$ cat src/hw/rtl/teoq_pkg.sv
package teoq_pkg;

  localparam int QUEUE_DEPTH = 16;
  localparam int CNT_W       = $clog2(QUEUE_DEPTH + 1);

  localparam int SEC_W  = 32;
  localparam int USEC_W = 20;
  localparam int TYPE_W = 8;
  localparam int ID_W   = 32;
  localparam int OUT_CNT_W = 5;

  typedef enum logic [1:0] {
    MODE_INSERT = 2'd0,
    MODE_REMOVE = 2'd1,
    MODE_PEEK   = 2'd2,
    MODE_SPARE  = 2'd3
  } mode_t;

  typedef enum logic [1:0] {
    ST_OK        = 2'd0,
    ST_NOT_FOUND = 2'd1,
    ST_FULL      = 2'd2,
    ST_SPARE     = 2'd3
  } status_t;

  typedef struct packed {
    logic [SEC_W-1:0]  sec;
    logic [USEC_W-1:0] usec;
    logic [TYPE_W-1:0] typ;
    logic [ID_W-1:0]   id;
  } entry_t;

  // operation broadcast to every cell
  typedef struct packed {
    logic   ins;
    logic   rem;
    entry_t ent;
  } cmd_t;

endpackage

$ cat src/hw/rtl/teoq_cell.sv
module teoq_cell
  import teoq_pkg::*;
(
  input  logic   clk,
  input  cmd_t   cmd,
  input  logic   occ,
  input  entry_t left_ent,
  input  logic   left_mark,
  input  logic   left_hit,
  input  entry_t right_ent,
  output entry_t ent,
  output logic   mark,
  output logic   hit
);

  entry_t ent_next;
  logic   later;
  logic   match;

  // stored time strictly later than the new item
  assign later = occ && ((ent.sec > cmd.ent.sec) ||
                         ((ent.sec == cmd.ent.sec) && (ent.usec > cmd.ent.usec)));
  // insert point lies here or to the left once mark is set
  assign mark  = !occ || later;

  // remove: first matching cell and all to its right shift left
  assign match = occ && (ent.typ == cmd.ent.typ) && (ent.id == cmd.ent.id);
  assign hit   = match || left_hit;

  // next entry
  always_comb begin
    ent_next = ent;
    priority if (cmd.ins) begin
      if (left_mark) begin
        ent_next = left_ent;
      end else if (mark) begin
        ent_next = cmd.ent;
      end
    end else if (cmd.rem) begin
      if (hit) begin
        ent_next = right_ent;
      end
    end else begin
      ent_next = ent;
    end
  end

  always_ff @(posedge clk) begin
    ent <= ent_next;
  end

endmodule

$ cat config.mk
export PLATFORM = sky130hd
export DESIGN_NAME = teoq_cell
export DESIGN_NICKNAME = d
export VERILOG_FILES = /design/src/hw/rtl/teoq_pkg.sv /design/src/hw/rtl/teoq_cell.sv
export SDC_FILE = /design/constraint.sdc
export NUM_CORES = 1
export LEC_CHECK = 0
export BUFFER_PORTS_ARGS = -buffer_cell sky130_fd_sc_hd__buf_4
export CAP_MARGIN = 10
export CORE_AREA = 5 5 143 145
export CTS_BUF_LIST = sky130_fd_sc_hd__clkbuf_8
export DETAILED_ROUTE_END_ITERATION = 10
export DIE_AREA = 0 0 148 150
export GPL_ROUTABILITY_DRIVEN = 0
export PLACE_DENSITY_LB_ADDON = 0.05
export SLEW_MARGIN = 10
export SYNTH_ARGS = -nofsm -noshare
export SYNTH_HDL_FRONTEND = slang
export SYNTH_SLANG_ARGS = --single-unit
$ cat constraint.sdc
create_clock -name clk -period 7.54 [get_ports clk]
set_input_delay 0.754 -clock clk [delete_from_list [all_inputs] [get_ports clk]]
set_output_delay 0.754 -clock clk [all_outputs]
set_load 0.01 [all_outputs]
# Word-level counts from Yosys, hierarchy flattened
# Index checks and enable logic that the tools add are counted.
word_totals:
  regBits: 92
  input_bits: 282
  out_inout_bits: 94
  wordCells: 26
classes:
  n_lt_le_gt_ge: 2
  n_eq_ne: 4
  muxes: 5
  n_reduce_logical: 11
ops:
  columns: ["cell", "count"]
  rows:
  - ["$mux 92", 5]
  - ["$eq 32x32->1", 2]
  - ["$gt 32x32->1", 1]
  - ["$gt 20x20->1", 1]
  - ["$eq 8x8->1", 1]
  - ["$logic_and 1x1->1", 4]
  - ["$reduce_bool 2->1", 2]
  - ["$logic_or 1x1->1", 3]
  - ["$ne 3x1->1 const B", 1]
  - ["$reduce_and 3->1", 1]
  - ["$logic_not 1->1", 1]

# Logic depth before layout (Yosys ltp)
depth:
  ltp_word: 8
  ltp_mapped: 8

# Least setup slack after synthesis
# Ideal clock, no wire load.
synth_path:
  path_type: "in2reg"
  from: "in cmd[90] in the netlist's numbering"
  to: "reg ent[0] in the netlist's numbering (enable)"
  setup_ns: 0.593
  arrival_ns: 6.812
  path_slack_ns: 0.135
  cell_stages: 8
  path_buffers: 0
  cell_sequence: "inv_1 -> ha_1 -> nand4_2 -> nor4_2 -> nand2_1 -> o211ai_1 -> o22ai_2 -> a32oi_1"
synth_via:
  elab_chain_cells: 7
  word_cells_on_any_way: 8
synth_lines:
  columns: ["element", "line", "source"]
  rows:
  - ["from (decl)", "teoq_cell.sv:5", "input cmd_t cmd,"]
  - ["parallel branches: the longest is 2 deep, another holds $gt 32x32->1", null, null]
  - ["$logic_or 1x1->1 *", "teoq_cell.sv:21", "assign later = occ && ((ent.sec > cmd.ent.sec) ||"]
  - ["$logic_and 1x1->1 *", "teoq_cell.sv:21", null]
  - ["$logic_or 1x1->1 *", "teoq_cell.sv:24", "assign mark = !occ || later;"]
  - ["$ne 3x1->1 (no source line) *", null, null]
  - ["$reduce_and 3->1 (no source line) *", null, null]
  - ["to (signal assigned)", "teoq_cell.sv:49", "ent <= ent_next;"]
  - ["to (decl)", "teoq_cell.sv:11", "output entry_t ent,"]
# Mark *: on every way between the ends.
# A chain may end at the register's enable or synchronous reset.

# Worst setup path in the final report
layout_path:
  from: "in cmd[87] in the netlist's numbering"
  to: "out mark"
layout_via:
  elab_chain_cells: 5
  word_cells_on_any_way: 6
layout_lines:
  columns: ["element", "line", "source"]
  rows:
  - ["parallel branches: the longest is 2 deep, another holds $gt 32x32->1", null, null]
  - ["$logic_or 1x1->1 *", "teoq_cell.sv:21", null]
  - ["$logic_and 1x1->1 *", "teoq_cell.sv:21", null]
  - ["$logic_or 1x1->1 *", "teoq_cell.sv:24", null]
  - ["to (decl)", "teoq_cell.sv:12", "output logic mark,"]
# Marked as above.

==> run summary <==
The run finished with clean final reports. The area growth from synthesis to layout is 50.4%. Counting stages on the worst path, the most repeated cell is buf_4. Die span in y: 150 um. The largest registers in the layout are ent: 92 flops. The reg2reg setup slack came out at 4.43 ns. The clock drives 92 sinks.

Summed over all layers, the global routing overflow is 0. The worst setup path is launched from an input pin. The root buffer cell was clkbuf_8. The first routing iteration left 185 violations. For the hold-fix buffer count after cts, the log shows 0. In this run the number of cells on the critical path is 10. The period utilization works out to 46.0%. The wire length of the first global-routing pass came out at 34.0 mm.

In this run the power spent charging and discharging nets is 0.431 mW. The max-cap check violation count was 0; the post-CTS resize count was 0. Share of the synthesized area in the top cell type: 42.9%.

For this run, the number of Yosys warnings is 0. The critical path class is input pin to primary output. Counting I/O delays and the setup requirement, the final critical path takes 3.47 ns. Part of the power in combinational logic: 31.0%. Yosys attributes the largest share of cell area to edfxtp_1, mux2i_1, ha_1. The register with the most flip-flops in the layout has 92 of them. Highest-delay cell along the critical path: a221oi_1. The count of nets left with antenna violations once routing finished came out at 0. Summing over every cut layer, the via total after detailed routing is 5983.

The detailed-placement wirelength estimate was 19.3 mm. The cell family contributing the most delay on the critical path is compound AO/OA/AOI/OAI gates. The final-report max-slew violation count was 0. The analysis attributes to cell leakage a power of 4.69 nW. The floorplan step defined a die boundary enclosing 22200 um^2. The critical path capture point type is a primary output. The biggest area contributor in the post-synthesis netlist is edfxtp_1. The via-per-instance ratio works out to 4.79. The internal cell power was 1.05 mW; the standard cell core area was 19100 um^2. The fraction of registers with async set or reset after synthesis works out to 0%. The post-route non-filler standard cell count is 1250, and the required time at the endpoint of the critical path is 6.79 ns. IR analysis of the VDD net gives a maximum drop of 0.0934 mV.

The logs give 2 for the number of buffers on the longest clock path and 38 for the count of different cell masters after synthesis. The number of global-route vias before repair was 6032; the routed length per placed instance was 18.7 um. By instance count, the leading cell after synthesis is a21oi_1. 0 antenna diodes ended up in the layout. The areal power density over the cells is 153 nW/um^2.

Gate count after technology mapping: 649. Dividing the synthesized area by the synthesized cell count gives 9.92 um^2. For the count of nets after finishing, the log shows 1342. The number of synthesized flops with an enable pin works out to 92.

The path depth of the worst reg2reg path is 8, and the worst slew margin relative to its limit is 40.0%. The initial utilization of the core area, before any placement, comes to 33.7%. Sequential cells account for 44.3% of the total power.

The delay of the slowest cell on the worst path is 0.56 ns, and the netlist area before placement is 6430 um^2. For the post-CTS setup buffer count, the log shows 0. The number of port buffers is 375. For the number of design rule violations left after detail routing, the log shows 0. For this run, the leading register cell type out of synthesis is edfxtp_1. The most critical setup path has its startpoint at cmd[87]. The floorplan step set the die width to 148 um.

The floorplan has 51 rows. After detailed routing, the total wire length is 23.4 mm. The signal on the critical path passes through buf_4 > inv_1 > ha_1 > a21oi_1 > o21ai_0 > a221oi_1 > o211ai_1 > o22ai_2 > nand2_1 > buf_4.

Setup total negative slack on the finished layout was measured at 0 ns. Net switching is 29.1% of the power. End of the worst register-to-register path: ent[9]$_DFFE_PP_.

The launch instance of the worst register-to-register path was ent[89]$_DFFE_PP_. The global-route usage over all layers was 20.0%; the top fanout value on the critical path was 3. The logs give 983 for the net count after synthesis and 0 for the final count of hold timing violations. Type of the tightest min-delay check: input pin to flop. In this run, CTS created clock tree buffers numbering 9. CTS built an H-tree with a depth of 3. Count of buffer and inverter cells on the critical path: 3. Cells with a size suffix above 1 make up 39.5% of the layout. In this run the count of I/O pins placed on the die edge is 376. Total power for the finished layout comes to 1.48 mW. TritonCTS built the clock tree.

The insertion delay of the later-clocked pin in the worst-skew pair was 0.37 ns; the largest clock skew in the final design was 0.0120 ns. Entering global routing, the biggest net connects 72 pins. The critical path arrival is 2.71 ns, and the clock-pin slew on the worst setup and hold paths is 0.09 ns. Once placement completed, the tool counted placed cells totaling 1235. The tools report the timing endpoint of the critical path as mark. Setup repair after global routing left no endpoint under its margin.

Counting flops per register, the top entry is ent. Before antenna repair, the detailed router went through 4 iterations. The initial antenna violation count is 0.

The transition at the pin with the smallest max-transition slack came out at 0.900 ns. In this run, synthesis produced a sequential element count of 92. The logs give 0 for the final setup violation count and 0.288 GHz for the top achievable clock speed. The sequential area share after synthesis was 42.9%.

Sorting the synthesized cells by how often they occur yields a21oi_1, nor2_1, edfxtp_1, mux2i_1, inv_1. The clock network accounts for 24.7% of the total power.
[worst min-delay path by stage]
stage                   endpoint          start  depth (start not counted)  slack [ns]
2_1_floorplan   ent[0]$_DFFE_PP_   right_ent[0]                          2        0.98
3_3_place_gp   ent[29]$_DFFE_PP_  right_ent[29]                          3        1.07
3_5_place_dp   ent[44]$_DFFE_PP_  right_ent[44]                          3        1.07
4_1_cts        ent[62]$_DFFE_PP_  right_ent[62]                          3        0.67
5_1_grt        ent[36]$_DFFE_PP_  right_ent[36]                          3        0.69
6_report       ent[44]$_DFFE_PP_  right_ent[44]                          3        0.70
[metrics by stage]
step           setup WS, ns  util, %  hold WS [ns]  area (um^2)
6_report               4.07     50.7         0.702         9680
5_1_grt                3.92     50.7         0.688         9680
3_3_place_gp           3.92     49.7          1.07         9480
4_1_cts                3.99     50.7         0.668         9680
2_1_floorplan         0.135        -         0.980         6430
3_5_place_dp           3.91     49.7          1.07         9480
[metal layers]
metal	track usage, %	part of all wire [%]	vias to the layer above
met5	0	0	-
met4	6.93	2.3	0
met3	5.88	8.4	29
met2	34.8	49	229
met1	23.6	40	2674
li1	-	-	3051
[logic make-up (layout without fill, tap and decap cells)]
logic type               after synthesis  in the layout  share of synthesized area (%)
AO/OA/AOI/OAI                        137            137                           11.5
flip-flops                            92             92                           42.9
buffers and inverters                 87            450                           5.27
AND/OR/NAND/NOR                      150            150                           10.5
multiplexers                          92             92                           14.3
adder cells (fa/ha/maj)               52             52                           10.1
XOR/XNOR                              39             39                           5.31
[cell usage in the layout, fill, tap and decap left out, types with 3 or more instances in the layout]
| cell | n |
|---|---|
| a21o_1 | 3 |
| buf_4 | 379 |
| nor2_1 | 100 |
| inv_1 | 55 |
| nand4_1 | 12 |
| clkbuf_8 | 9 |
| nand3_1 | 6 |
| edfxtp_1 | 92 |
| xor2_1 | 38 |
| a21oi_1 | 113 |
| nand2_1 | 10 |
| nor4_1 | 9 |
| mux2i_1 | 92 |
| ha_1 | 52 |
| o21ai_0 | 8 |
[final cells by class]
cell class                 count  area, um^2
tap                          238         298
inverter                      55         206
timing repair buffer         380        2860
clock inverter                 6        80.1
clock buffer                   9         124
multi-input combinational    470        3350
sequential                    92        2760
fill                        1879        9400
[power by group through the flow]
stage | clock network (mW) | logic (mW) | registers, mW
6_report | 0.366 | 0.460 | 0.658
3_5_place_dp | 0 | 0.467 | 0.669
4_1_cts | 0.383 | 0.468 | 0.658
3_3_place_gp | 0 | 0.466 | 0.668
2_1_floorplan | 0 | 0.184 | 0.695
5_1_grt | 0.399 | 0.508 | 0.664
[worst reg2reg max path, delay by kind of cell (launching register included)]
kind	cells	cell delay, ns
DFF	1	0.43
AOI/OAI and AO/OA	3	0.61
adders and majority gates	1	0.33
and+or+nand+nor	3	0.76
buffers and inverters	1	0.59
No activity file was read; power rests on OpenSTA's default activity.
